**src/design/s2u64_pkg.sv**
```systemverilog
// Shared types, constants and the character classifier for the string to
// 64-bit unsigned integer parser. No dependencies.

package s2u64_pkg;

  // Character count saturates here; the reported count is its low 8 bits.
  localparam int unsigned MaxCount = 255;
  localparam int unsigned CountW   = $clog2(MaxCount + 1);

  localparam int unsigned CharW  = 8;
  localparam int unsigned ValueW = 64;
  localparam int unsigned ConsW  = 8;
  localparam int unsigned RadixW = 6;
  localparam int unsigned DigitW = 6;
  localparam int unsigned ProdW  = ValueW + RadixW;
  localparam int unsigned ExtW   = (CountW > ConsW) ? CountW : ConsW;

  // APB data width and the register map (word index taken from paddr[2]).
  localparam int unsigned ApbDataW = 32;
  localparam int unsigned ApbAddrW = 3;
  localparam logic        RegRadix = 1'b0;

  localparam logic [RadixW-1:0] BaseDetect = 6'd0;
  localparam logic [RadixW-1:0] BaseOne    = 6'd1;
  localparam logic [RadixW-1:0] BaseTwo    = 6'd2;
  localparam logic [RadixW-1:0] BaseOct    = 6'd8;
  localparam logic [RadixW-1:0] BaseDec    = 6'd10;
  localparam logic [RadixW-1:0] BaseHex    = 6'd16;
  localparam logic [RadixW-1:0] BaseMax    = 6'd36;

  localparam logic [CharW-1:0] ChSpace = 8'h20;
  localparam logic [CharW-1:0] ChPlus  = 8'h2b;
  localparam logic [CharW-1:0] ChMinus = 8'h2d;
  localparam logic [CharW-1:0] ChZero  = 8'h30;
  localparam logic [CharW-1:0] ChNine  = 8'h39;
  localparam logic [CharW-1:0] ChUpA   = 8'h41;
  localparam logic [CharW-1:0] ChUpX   = 8'h58;
  localparam logic [CharW-1:0] ChUpZ   = 8'h5a;
  localparam logic [CharW-1:0] ChLowA  = 8'h61;
  localparam logic [CharW-1:0] ChLowX  = 8'h78;
  localparam logic [CharW-1:0] ChLowZ  = 8'h7a;
  localparam logic [CharW-1:0] DigitTen = 8'd10;

  // Above every legal base, so it never passes the digit-below-base test.
  localparam logic [DigitW-1:0] NoDigit = 6'd63;

  typedef struct packed {
    logic [CharW-1:0] ch;
    logic             start_req;
  } in_item_t;

  typedef struct packed {
    logic [ValueW-1:0] value;
    logic [ConsW-1:0]  consumed;
    logic              any_digits;
    logic              overflow;
  } out_item_t;

  function automatic logic [DigitW-1:0] digit_of(logic [CharW-1:0] c);
    logic [DigitW-1:0] d;
    d = NoDigit;
    if (c >= ChZero && c <= ChNine) begin
      d = DigitW'(c - ChZero);
    end else if (c >= ChUpA && c <= ChUpZ) begin
      d = DigitW'(c - ChUpA + DigitTen);
    end else if (c >= ChLowA && c <= ChLowZ) begin
      d = DigitW'(c - ChLowA + DigitTen);
    end
    return d;
  endfunction

endpackage

```
**src/design/string_to_uint64_parser.sv**
```systemverilog
// Character-serial text to 64-bit unsigned integer converter (strtoull style).
// Flow: a terminating character is registered in the input register and its
//   result in the result register; a stalled pending result holds the emit.
// Throughput: one character per cycle unless a stalled result holds an emit; the
//   multiply-add by the base sits between input and state/result registers.
// Reset: radix returns to 10, the parser goes idle and no result is pending.
// Depends on s2u64_pkg.

module string_to_uint64_parser (
  input  logic                                clk_i,
  input  logic                                rst_ni,
  input  logic                                in_valid_i,
  output logic                                in_ready_o,
  input  s2u64_pkg::in_item_t                 in_data_i,
  output logic                                out_valid_o,
  input  logic                                out_ready_i,
  output s2u64_pkg::out_item_t                out_data_o,
  input  logic                                psel,
  input  logic                                penable,
  input  logic                                pwrite,
  input  logic [s2u64_pkg::ApbAddrW-1:0]      paddr,
  input  logic [s2u64_pkg::ApbDataW-1:0]      pwdata,
  output logic [s2u64_pkg::ApbDataW-1:0]      prdata,
  output logic                                pready
);

  typedef enum logic [2:0] {
    PhIdle,
    PhSpaces,
    PhSigned,
    PhZero,
    PhDigits
  } phase_e;

  logic [s2u64_pkg::RadixW-1:0] radix_q;

  logic                 in_valid_q;
  s2u64_pkg::in_item_t  in_q;
  logic                 out_valid_q;
  s2u64_pkg::out_item_t out_q;

  phase_e                        phase_q, phase_d;
  logic [s2u64_pkg::ValueW-1:0]  acc_q, acc_d;
  logic                          neg_q, neg_d;
  logic [s2u64_pkg::RadixW-1:0]  base_q, base_d;
  logic                          seen_q, seen_d;
  logic                          sat_q, sat_d;
  logic [s2u64_pkg::CountW-1:0]  cnt_q, cnt_d;

  logic                          bump;
  logic                          sign_path;
  logic                          to_digits;
  logic                          emit;
  logic [s2u64_pkg::RadixW-1:0]  eff_base;
  logic [s2u64_pkg::DigitW-1:0]  dig;
  logic [s2u64_pkg::ProdW-1:0]   prod;
  logic [s2u64_pkg::ExtW-1:0]    cnt_ext;
  s2u64_pkg::out_item_t          res;
  logic                          adv;
  logic                          cfg_wr;

  // One character step over the registered input item.
  always_comb begin
    phase_d   = phase_q;
    acc_d     = acc_q;
    neg_d     = neg_q;
    base_d    = base_q;
    seen_d    = seen_q;
    sat_d     = sat_q;
    cnt_d     = cnt_q;
    bump      = 1'b0;
    sign_path = 1'b0;
    to_digits = 1'b0;
    emit      = 1'b0;
    prod      = '0;
    eff_base  = s2u64_pkg::BaseDec;
    dig       = s2u64_pkg::digit_of(in_q.ch);

    if (in_q.start_req) begin
      acc_d   = '0;
      neg_d   = 1'b0;
      seen_d  = 1'b0;
      sat_d   = 1'b0;
      cnt_d   = '0;
      phase_d = PhSpaces;
      if (radix_q == s2u64_pkg::BaseOne || radix_q > s2u64_pkg::BaseMax) begin
        base_d = s2u64_pkg::BaseDec;
      end else begin
        base_d = radix_q;
      end
    end

    case (phase_d)
      PhIdle: begin
      end
      PhSpaces: begin
        if (in_q.ch == s2u64_pkg::ChSpace) begin
          bump = 1'b1;
        end else if (in_q.ch == s2u64_pkg::ChMinus || in_q.ch == s2u64_pkg::ChPlus) begin
          neg_d   = (in_q.ch == s2u64_pkg::ChMinus);
          bump    = 1'b1;
          phase_d = PhSigned;
        end else begin
          sign_path = 1'b1;
        end
      end
      PhSigned: begin
        sign_path = 1'b1;
      end
      PhZero: begin
        if (in_q.ch == s2u64_pkg::ChLowX || in_q.ch == s2u64_pkg::ChUpX) begin
          base_d  = s2u64_pkg::BaseHex;
          bump    = 1'b1;
          phase_d = PhDigits;
        end else begin
          // The leading zero counts as a digit once no prefix follows.
          if (base_d == s2u64_pkg::BaseDetect) begin
            base_d = s2u64_pkg::BaseOct;
          end
          seen_d    = 1'b1;
          to_digits = 1'b1;
        end
      end
      PhDigits: begin
        to_digits = 1'b1;
      end
      default: begin
        phase_d = PhIdle;
      end
    endcase

    if (sign_path) begin
      if ((base_d == s2u64_pkg::BaseDetect || base_d == s2u64_pkg::BaseHex) &&
          in_q.ch == s2u64_pkg::ChZero) begin
        bump    = 1'b1;
        phase_d = PhZero;
      end else begin
        if (base_d == s2u64_pkg::BaseDetect) begin
          base_d = s2u64_pkg::BaseDec;
        end
        to_digits = 1'b1;
      end
    end

    if (to_digits) begin
      phase_d  = PhDigits;
      eff_base = (base_d < s2u64_pkg::BaseTwo) ? s2u64_pkg::BaseDec : base_d;
      if (dig < eff_base) begin
        // Overflow shows as any set bit above the low 64 of the product.
        prod = s2u64_pkg::ProdW'(acc_d) * s2u64_pkg::ProdW'(eff_base) +
               s2u64_pkg::ProdW'(dig);
        if (sat_d || prod[s2u64_pkg::ProdW-1:s2u64_pkg::ValueW] != '0) begin
          sat_d = 1'b1;
        end else begin
          acc_d = prod[s2u64_pkg::ValueW-1:0];
        end
        seen_d = 1'b1;
        bump   = 1'b1;
      end else begin
        emit    = 1'b1;
        phase_d = PhIdle;
      end
    end

    if (bump && cnt_d < s2u64_pkg::CountW'(s2u64_pkg::MaxCount)) begin
      cnt_d = cnt_d + 1'b1;
    end
  end

  assign cnt_ext = s2u64_pkg::ExtW'(cnt_d);

  always_comb begin
    if (sat_d) begin
      res.value = '1;
    end else if (!seen_d) begin
      res.value = '0;
    end else if (neg_d) begin
      res.value = '0 - acc_d;
    end else begin
      res.value = acc_d;
    end
    res.consumed   = seen_d ? cnt_ext[s2u64_pkg::ConsW-1:0] : '0;
    res.any_digits = seen_d;
    res.overflow   = sat_d;
  end

  // The step only waits when it would emit into a full, stalled result register.
  assign adv        = in_valid_q && (!emit || !out_valid_q || out_ready_i);
  assign in_ready_o = !in_valid_q || adv;

  assign cfg_wr = psel && penable && pwrite && pready &&
                  (paddr[2] == s2u64_pkg::RegRadix);

  always_ff @(posedge clk_i or negedge rst_ni) begin
    if (!rst_ni) begin
      radix_q     <= s2u64_pkg::BaseDec;
      in_valid_q  <= 1'b0;
      out_valid_q <= 1'b0;
      phase_q     <= PhIdle;
      acc_q       <= '0;
      neg_q       <= 1'b0;
      base_q      <= s2u64_pkg::BaseDetect;
      seen_q      <= 1'b0;
      sat_q       <= 1'b0;
      cnt_q       <= '0;
    end else begin
      if (cfg_wr) begin
        radix_q <= pwdata[s2u64_pkg::RadixW-1:0];
      end
      if (in_ready_o) begin
        in_valid_q <= in_valid_i;
      end
      if (adv) begin
        phase_q <= phase_d;
        acc_q   <= acc_d;
        neg_q   <= neg_d;
        base_q  <= base_d;
        seen_q  <= seen_d;
        sat_q   <= sat_d;
        cnt_q   <= cnt_d;
      end
      if (adv && emit) begin
        out_valid_q <= 1'b1;
      end else if (out_ready_i) begin
        out_valid_q <= 1'b0;
      end
    end
  end

  always_ff @(posedge clk_i) begin
    if (in_valid_i && in_ready_o) begin
      in_q <= in_data_i;
    end
    if (adv && emit) begin
      out_q <= res;
    end
  end

  assign out_valid_o = out_valid_q;
  assign out_data_o  = out_q;

  assign pready = 1'b1;
  assign prdata = (paddr[2] == s2u64_pkg::RegRadix) ?
                  s2u64_pkg::ApbDataW'(radix_q) : '0;

endmodule

```
**config.mk**
```make
export PLATFORM = sky130hd
export DESIGN_NAME = string_to_uint64_parser
export DESIGN_NICKNAME = d
export VERILOG_FILES = /design/src/design/s2u64_pkg.sv /design/src/design/string_to_uint64_parser.sv
export SDC_FILE = /design/constraint.sdc
export NUM_CORES = 1
export LEC_CHECK = 0
export BUFFER_PORTS_ARGS = -buffer_cell sky130_fd_sc_hd__buf_2
export CAP_MARGIN = 20
export CORE_MARGIN = 4
export CORE_UTILIZATION = 40
export DETAILED_ROUTE_END_ITERATION = 10
export PLACE_DENSITY_LB_ADDON = 0.1
export SYNTH_ARGS = -nofsm -noshare
export SYNTH_HDL_FRONTEND = slang
export SYNTH_SLANG_ARGS = --single-unit
```
**constraint.sdc**
```tcl
create_clock -name clk_i -period 11.81 [get_ports clk_i]
set_clock_uncertainty 0.1 [all_clocks]
set_input_delay 0.5905 -clock clk_i [delete_from_list [all_inputs] [get_ports clk_i]]
set_output_delay 0.5905 -clock clk_i [all_outputs]
set_load 0.005 [all_outputs]
```
## Word level (Yosys, flattened, before mapping)

Cells that the tools add are included.

| storage, ports and cells | value |
|---|---|
| input bits | 51 |
| output and inout port bits | 109 |
| register bits | 175 |
| word-level logic and storage cells | 138 |

| cells by class | value |
|---|---|
| muxes and demuxes | 62 |
| equality and inequality tests | 12 |
| add/sub/neg operators | 8 |
| $mul | 1 |
| order comparisons | 10 |
| reduce and logical (&&, ||, !) cells | 28 |
| bitwise logic cells | 1 |

Operators with widths:

| operator | count |
|---|---|
| $mux 64 | 6 |
| $mux 6 | 13 |
| $add 70x6->70 | 1 |
| $mul 64x6->70 | 1 |
| $sub 1x64->64 const A | 1 |
| $eq 8x6->1 const B | 4 |
| $mux 1 | 29 |
| $mux 3 | 8 |
| $eq 8x7->1 const B | 2 |
| $ge 8x7->1 const B | 2 |
| $le 8x7->1 const B | 2 |
| $mux 8 | 2 |
| $add 6x4->6 const B | 2 |
| $logic_not 6->1 | 2 |
| $sub 6x6->6 const B | 2 |
| $logic_and 1x1->1 | 11 |
| $pmux 3 s3 | 1 |
| $add 8x1->8 const B | 1 |
| $ge 8x6->1 const B | 1 |
| $le 8x6->1 const B | 1 |
| $logic_or 1x1->1 | 8 |
| $lt 8x8->1 const B | 1 |
| $eq 3x2->1 const B | 2 |
| $eq 6x1->1 const B | 1 |
| other kinds (14) | 18 |

## Depth between registers and ports, before layout

Gate-level depths: netlist (run 1).

| logic depth | value |
|---|---|
| depth in word-level cells | 25 |
| depth in mapped cells | 44 |
| depth with buffers taken out | 38 |

## Worst setup path after synthesis (run 1)

Ideal clock, no wire load.

| timing | value |
|---|---|
| path type | reg-to-reg |
| start | register in_q[2] in the netlist's numbering |
| end | register out_q, in the netlist out_data_o[54], data pin |
| period minus slack after synthesis | 10.761 ns |
| library setup time | 0.255 ns |
| slack | 1.049 ns |
| cell stages (with the launch flop) | 44 |
| data required time | 11.455 ns |
| arrival | 10.405 ns |
| path buffers | 5 |
| cell sequence | edfxtp_1 -> inv_1 -> ha_1 -> or3b_2 -> o22ai_1 -> o21ai_1 -> and2_1 -> and3_1 -> a21oi_1 -> a21boi_0 -> clkbuf_1 -> or2_2 -> fa_1 -> fa_1 -> inv_1 -> fa_1 -> inv_1 -> fa_1 -> (+8 left out) -> o211ai_1 -> and4bb_2 -> o2111ai_2 -> nor2_2 -> clkbuf_1 -> buf_2 -> nor2_1 -> a21oi_1 -> ha_1 -> nand3_1 -> or3b_2 -> or3_1 -> nor3_2 -> nand4_1 -> mux2i_2 -> buf_2 -> o21ai_0 -> a31o_1 |

| between the ends | value |
|---|---|
| cells in the longest elaborated chain, start to end | 21 |
| elaborated cells on any way between the ends | 64 |
| those cells by class | add/sub (7); mul (1); order compare (8); eq/ne (7); mux (31); reduce/logical (10) |

RTL lines:

| item | line | RTL |
|---|---|---|
| from (decl) | string_to_uint64_parser.sv:38 | `s2u64_pkg::in_item_t in_q;` |
| from (signal assigned) | string_to_uint64_parser.sv:232 | `in_q <= in_data_i;` |
| $eq 8x7->1 | string_to_uint64_parser.sv:111 | `if (in_q.ch == s2u64_pkg::ChLowX \|\| in_q.ch == s2u64_pkg::ChUpX) begin` |
| $logic_or 1x1->1 | string_to_uint64_parser.sv:111 |  |
| $mux 6 | string_to_uint64_parser.sv:111 |  |
| $mux 6 | string_to_uint64_parser.sv:93 | `case (phase_d)` |
| $eq 6x5->1 or $logic_not 6->1 (tied branches) | string_to_uint64_parser.sv:133, string_to_uint64_parser.sv:138 |  |
| $logic_or 1x1->1 | string_to_uint64_parser.sv:133 | `if ((base_d == s2u64_pkg::BaseDetect \|\| base_d == s2u64_pkg::BaseHex) &&` |
| $logic_and 1x1->1 | string_to_uint64_parser.sv:133 |  |
| $mux 6 | string_to_uint64_parser.sv:133 |  |
| (+5 left out) | - |  |
| $reduce_bool 6->1 | string_to_uint64_parser.sv:152 | `if (sat_d \|\| prod[s2u64_pkg::ProdW-1:s2u64_pkg::ValueW] != '0) begin` |
| $logic_or 1x1->1 | string_to_uint64_parser.sv:152 |  |
| $mux 64 | string_to_uint64_parser.sv:152 |  |
| $mux 64 | string_to_uint64_parser.sv:148 | `if (dig < eff_base) begin` |
| $mux 64 | string_to_uint64_parser.sv:145 | `if (to_digits) begin` |
| $sub 1x64->64 | string_to_uint64_parser.sv:178 | `res.value = '0 - acc_d;` |
| $mux 64 | string_to_uint64_parser.sv:177 | `end else if (neg_d) begin` |
| $mux 64 | string_to_uint64_parser.sv:175 | `end else if (!seen_d) begin` |
| to (signal assigned) | string_to_uint64_parser.sv:235 | `out_q <= res;` |
| to (decl) | string_to_uint64_parser.sv:40 | `s2u64_pkg::out_item_t out_q;` |

Several ways; a longest one is shown, not always the timed one.
A chain may end at the register's enable or synchronous reset.

## Worst setup path in the final report (run 1)

| timing | value |
|---|---|
| start | register in_q[2] in the netlist's numbering |
| end | register out_q, in the netlist out_data_o[72], data pin |

The elaborated chain is that of the path after synthesis.

==> results.json, run 1 <==
{
  "status": "finished, violations left",
  "violations": "negative hold slack",
  "r2r-end": "out_data_o[72]",
  "hold_viol_final": 4,
  "area_delta_synth_final_pct": 9.77,
  "cp-endpoint": "out_data_o[72]",
  "drt-vias-per-instance": 6.27,
  "r2r_cells": 40,
  "coreArea_um2": 64600,
  "grt_pass1_wl_um": 156000,
  "antenna_found_initial": 1,
  "synth_edf_count": 83,
  "required_ns": 11.91,
  "peakVddDrop_mv": 0.0972,
  "drt.antenna.violating_nets": 0,
  "slew_violations": 0,
  "clkSlewWorstSetupHoldPaths_ns": 0.08,
  "grt_overflow": 0,
  "max_stage_delay_ns": 0.54,
  "syn_area_um2": 26100,
  "powerDensity_nw_per_um2": 131,
  "ctsLongestPathBuffers": 2,
  "cp_slowest_cell": "fa_1",
  "drive_above_1_share": 0.120,
  "setup_slack_ns": 0.509,
  "finalCritPeriodShare": 0.957,
  "critPathLaunch": "in_q[2]",
  "wirelength_um": 102000,
  "die_w_um": 264,
  "p_leak_nw": 13.2,
  "fin_area_um2": 28700,
  "num_vias": 25800,
  "fin_util": 0.444,
  "cts_sinks": 175,
  "die_height_um": 264,
  "cts_hold_buf": 0,
  "startpoint_type": "register",
  "yosysWarnings": 0,
  "htree_levels": 4,
  "synth_ff_type": "dfrtp_1",
  "setup-violations-final": 0,
  "async_flop_share": 0.526,
  "portBuffers": 104,
  "grt_max_degree": 96,
  "start_util": 0.405,
  "drtIter0Drc": 3180,
  "cap_violations": 0,
  "hp-class": "in -> async",
  "multi_input_area_um2": 20200,
  "finalPower_mw": 3.76,
  "grt_pass1_vias": 24800,
  "critPathArrivalTime_ns": 11.40,
  "ios": 160,
  "cts_tree": "yes",
  "synth_cells": 3192,
  "crit_fanout": 9,
  "max_slew_margin": 0.237,
  "r2r_slack_ns": 0.51,
  "synth-seq-cells": 175,
  "period_minus_slack_ns": 11.30,
  "tightestPinTransition_ns": 1.14,
  "final_net_count": 3713,
  "cts_root_buf": "clkbuf_16",
  "dp_slack_ns": 0.163,
  "synth_cell_types": 118,
  "gr-usage-all-layers": 0.285,
  "dieArea_um2": 69500,
  "globalplace.congestion": 0.971,
  "r2r-start": "in_q[2]",
  "holdWs_ns": -0.00146,
  "dpl_cell_area_um2": 27900,
  "fillers": 6464,
  "cts_made_buffers": 17,
  "cp-end-kind": "register",
  "antenna_cells_inserted": 0,
  "detailed_place_hpwl_um": 80000,
  "clk_latency_ns": 0.47,
  "drtPass1Iterations": 7,
  "fmax_mhz": 88.5,
  "syn_avg_cell_area_um2": 8.18,
  "critPathKind": "reg -> reg",
  "ff_latch_area_um2": 4800,
  "routedWlPerCell_um": 24.9,
  "num_rows": 93,
  "seq_area_frac_synth": 0.184,
  "drc_errors": 0
}
[synth_stat cells, types with 41 or more instances]
master	instances	area share
a21o_1	44	0.013
xnor2_1	41	0.014
nand2_1	347	0.050
fa_1	252	0.19
o21ai_0	185	0.035
clkbuf_1	130	0.019
nand3_1	85	0.016
inv_1	88	0.013
a21oi_1	192	0.037
edfxtp_1	83	0.095
dfrtp_1	90	0.086
nand4_1	60	0.014
buf_2	46	0.0088
nor3_1	77	0.015
nor2b_1	41	0.0098
nor2_1	509	0.073
ha_1	160	0.077
[power by group]
group	total, mW	switching [mW]	leakage [nW]	internal (mW)
Sequential	0.877	0.0680	2.05	0.809
Combinational	2.28	1.55	10.8	0.733
Clock	0.602	0.303	0.300	0.299
Total	3.76	1.92	13.2	1.84
[repair_timing]
action / 4_1_cts / 5_1_grt
endpoints found under the setup margin: 0 / 22
setup buffers: 0 / 3
resized for setup: 0 / 20
[worst min path at each step]
stage / start / endpoint / slack, ns / cells after the start
after floorplan: rst_ni / acc_q[0] / 0.19 / 0
after global placement: acc_q[34] / acc_q[34] / 0.35 / 2
after detailed placement: acc_q[34] / acc_q[34] / 0.36 / 2
after CTS: rst_ni / radix_q[5] / 0.007 / 1
after global routing: rst_ni / radix_q[5] / 0.03 / 1
final: rst_ni / radix_q[4] / -0.001 / 1
[critical path: cells and delay by family (launching register included)]
family,cells,cell delay [ns]
multiplexers,1,0.15
AO/OA/AOI/OAI,14,3.58
AND/OR/NAND/NOR,11,2.86
buffers and inverters,7,0.81
adder cells (fa/ha/maj),7,2.99
flip-flops,1,0.50
[cell families after synthesis]
family / count (synthesis) / synth area share
and+or+nand+nor: 1362 / 0.245
AOI/OAI and AO/OA: 813 / 0.209
adders and majority gates: 412 / 0.270
buffers and inverters: 322 / 0.0539
DFF: 175 / 0.184
xor gates and xnor gates: 67 / 0.0225
muxes: 39 / 0.0159
other: 2 / 0.000287
[state kept, by name, summed over array words and instances (netlist names), 3 cells and up]
name,count
out_data_o,74
in_q,9
cnt_q,8
acc_q,64
base_q,6
phase_q,3
radix_q,6
[placed cells by master (no fill, tap or decap), drive strengths merged, types with 14 or more instances in the layout]
cell type  netlist  layout
nor2b           41      41
inv             89     102
clkbuf         132      22
a211oi          26      26
a211o           17      17
o21ai          218     218
dfrtp           90      90
o2111ai         19      19
buf             99     241
ha             160     160
or3             24      24
a21oi          198     198
nor4            27      27
mux2i           21      21
nor2           510     510
a311oi          14      14
nand2b          29      29
a21o            45      45
and4            17      17
xor2            26      26
o21a            23      23
nand4           61      61
nand3           85      85
xnor2           41      41
o211ai          41      41
nor3            78      78
o31ai           25      25
nand2          348     348
and2            24      24
conb             2      27
or4             28      28
edfxtp          83      83
fa             252     252
mux2            18      18
and3            34      34
a31oi           28      28
[layer usage]
| metal | vias up | global-route usage | routed length (um) |
|---|---|---|---|
| met4 | 2 | 0.0650 | 2440 |
| li1 | 11500 | - | - |
| met3 | 133 | 0.0721 | 10500 |
| met2 | 1228 | 0.396 | 41600 |
| met1 | 12900 | 0.442 | 47900 |
| met5 | - | 0 | 13 |
[metrics by stage]
stage          setup TNS [ns]  instances
6_report                    0       4118
5_1_grt              -0.00107       4118
3_5_place_dp                0       4079
4_1_cts                     0       4111
2_1_floorplan               0       3217
3_3_place_gp                0       4078
[layout make-up]
type,count,share of cell area
multi-input cells,2720,0.704
clock inverters,14,0.00541
well taps,855,0.0373
flip-flops and latches,175,0.167
clock buffers,18,0.0157
repair buffers,245,0.0582
inverters,91,0.0119
(Power assumes the default switching activity.)
==> run 2: changes to the inputs <==
--- a/config.mk
+++ b/config.mk
@@ -7,9 +7,12 @@
 export LEC_CHECK = 0
 export BUFFER_PORTS_ARGS = -buffer_cell sky130_fd_sc_hd__buf_2
 export CAP_MARGIN = 20
+export CELL_PAD_IN_SITES_DETAIL_PLACEMENT = 0
+export CELL_PAD_IN_SITES_GLOBAL_PLACEMENT = 2
 export CORE_MARGIN = 4
-export CORE_UTILIZATION = 40
+export CORE_UTILIZATION = 39
 export DETAILED_ROUTE_END_ITERATION = 10
+export GPL_TIMING_DRIVEN = 0
 export PLACE_DENSITY_LB_ADDON = 0.1
 export SYNTH_ARGS = -nofsm -noshare
 export SYNTH_HDL_FRONTEND = slang
==> results.json, run 2 (same netlist as run 1, synthesis figures left out) <==
{
  "status": "finished clean",
  "cp_slowest_cell": "a222oi_1",
  "ios": 160,
  "critPathKind": "reg -> reg",
  "cts_hold_buf": 0,
  "p_leak_nw": 13.8,
  "clk_latency_ns": 0.50,
  "routedWlPerCell_um": 30.9,
  "gr-usage-all-layers": 0.366,
  "tightestPinTransition_ns": 1.21,
  "num_rows": 94,
  "max_slew_margin": 0.184,
  "power_frac_seq": 0.207,
  "coreArea_um2": 66100,
  "drive_above_1_share": 0.148,
  "drtPass1Iterations": 6,
  "grt_pass1_wl_um": 190000,
  "drtIter0Drc": 3000,
  "cpMostUsedCell": "clkbuf_8",
  "final_common_cell": "nor2_1",
  "grt_overflow": 0,
  "hp-class": "in -> async",
  "finalCritPeriodShare": 0.984,
  "start_util": 0.395,
  "die_height_um": 267,
  "r2r_slack_ns": 0.19,
  "drt-vias-per-instance": 6.47,
  "cap_violations": 0,
  "portBuffers": 104,
  "peakVddDrop_mv": 0.128,
  "fmax_mhz": 86.1,
  "grt_pass1_vias": 26800,
  "antenna_found_initial": 8,
  "cts_root_buf": "clkbuf_16",
  "period_minus_slack_ns": 11.62,
  "crit_family": "compound AO/OA/AOI/OAI gates",
  "crit_fanout": 10,
  "cts_tree": "yes",
  "max_stage_delay_ns": 0.60,
  "largest_reg_flops": 74,
  "power_frac_comb": 0.649,
  "r2r_cells": 38,
  "clock_power_share": 0.144,
  "r2r-start": "in_q[0]",
  "final_cell_mix": "nor2_1 (503), nand2_1 (343), fa_1 (252)",
  "slew_violations": 0,
  "holdWs_ns": 0.0469,
  "drt.antenna.violating_nets": 0,
  "globalplace.congestion": 1.02,
  "num_vias": 27700,
  "hold_viol_final": 0,
  "powerDensity_nw_per_um2": 141,
  "htree_levels": 4,
  "dpl_cell_area_um2": 28200,
  "cts_sinks": 175,
  "required_ns": 11.84,
  "area_delta_synth_final_pct": 14.7,
  "swShare": 0.546,
  "final_net_count": 3859,
  "r2r-end": "out_data_o[46]",
  "grt_max_degree": 54,
  "clkSlewWorstSetupHoldPaths_ns": 0.09,
  "power.switching_mw": 2.31,
  "internal_power_mw": 1.92,
  "fin_util": 0.453,
  "dieArea_um2": 71200,
  "ctsLongestPathBuffers": 2,
  "wirelength_um": 132000,
  "cts_made_buffers": 17,
  "cp-end-kind": "register",
  "drc_errors": 0,
  "setup-violations-final": 0,
  "startpoint_type": "register",
  "path_buf_inv": 11,
  "critPathArrivalTime_ns": 11.65,
  "detailed_place_hpwl_um": 106000,
  "fin_area_um2": 30000,
  "die_w_um": 267
}
run 2: cell types whose count changed in the layout (fill, tap and decap cells not counted), sizes merged:
cell,delta
inv,-10
clkinv,+6
clkinvlp,+3
clkbuf,+121
diode,+7
buf,+24
bufinv,+2
run 2: metal layers:
| metal | wire length (um) | up-vias | track usage |
|---|---|---|---|
| met5 | 0 | - | 0 |
| met4 | 6430 | 0 | 0.158 |
| met3 | 13600 | 274 | 0.0806 |
| met2 | 56000 | 1691 | 0.545 |
| met1 | 56100 | 13900 | 0.513 |
| li1 | - | 11800 | - |
run 2: how the worst max path moves through the flow:
stage,start,end,slack [ns],cells past startpoint
floorplan,in_q[2],out_data_o[54],1.05,43
global placement,in_q[0],out_data_o[62],-6.62,38
detailed placement,in_q[0],out_data_o[62],-6.19,39
CTS,in_q[2],out_data_o[70],0.03,44
global route,in_q[5],out_data_o[46],-0.003,38
finish,in_q[0],out_data_o[46],0.19,38
run 2: power groups by stage:
stage                     combinational (mW)  clock, mW  sequential, mW
after floorplan                         1.36          0           0.883
after global placement                  2.42          0           0.892
after detailed placement                2.49          0           0.888
after CTS                               2.63      0.612           0.877
after global routing                    2.85      0.633           0.889
final                                   2.75      0.608           0.878
run 2: through the flow:
step	TNS [ns]	power, mW	std cells	setup WS [ns]
floorplan	0	2.24	3217	1.05
detailed placement	-380.41	3.38	4207	-6.19
finish	0	4.23	4280	0.192
CTS	0	4.12	4257	0.0252
global route	-0.00267	4.37	4273	-0.00267
global placement	-447.95	3.32	4185	-6.62
run 2: cell type report:
cell class                      count  area (um^2)
Clock buffer                       17          425
Fill cell                        6674        36100
Inverter                           91          343
Timing Repair Buffer              166         1200
Clock inverter                     15          164
Tap cell                          864         1080
Buffer                            225         1290
Antenna cell                        7         17.5
Multi-Input combinational cell   2720        20600
Sequential cell                   175         4800
run 2: timing repair:
action                     4_1_cts  5_1_grt
gates cloned                     0        0
pin swaps                       15       21
setup buffers                   21       19
setup endpoints to repair      130       22
resized for setup              199       62
run 2: worst reg2reg max path: cells and delay by family (launching register included):
family	cells	cell delay, ns
AO/OA/AOI/OAI	10	3.02
AND/OR/NAND/NOR	10	2.65
buffers and inverters	11	2.45
adder cells (fa/ha/maj)	6	2.34
flip-flops	1	0.47
multiplexers	1	0.26
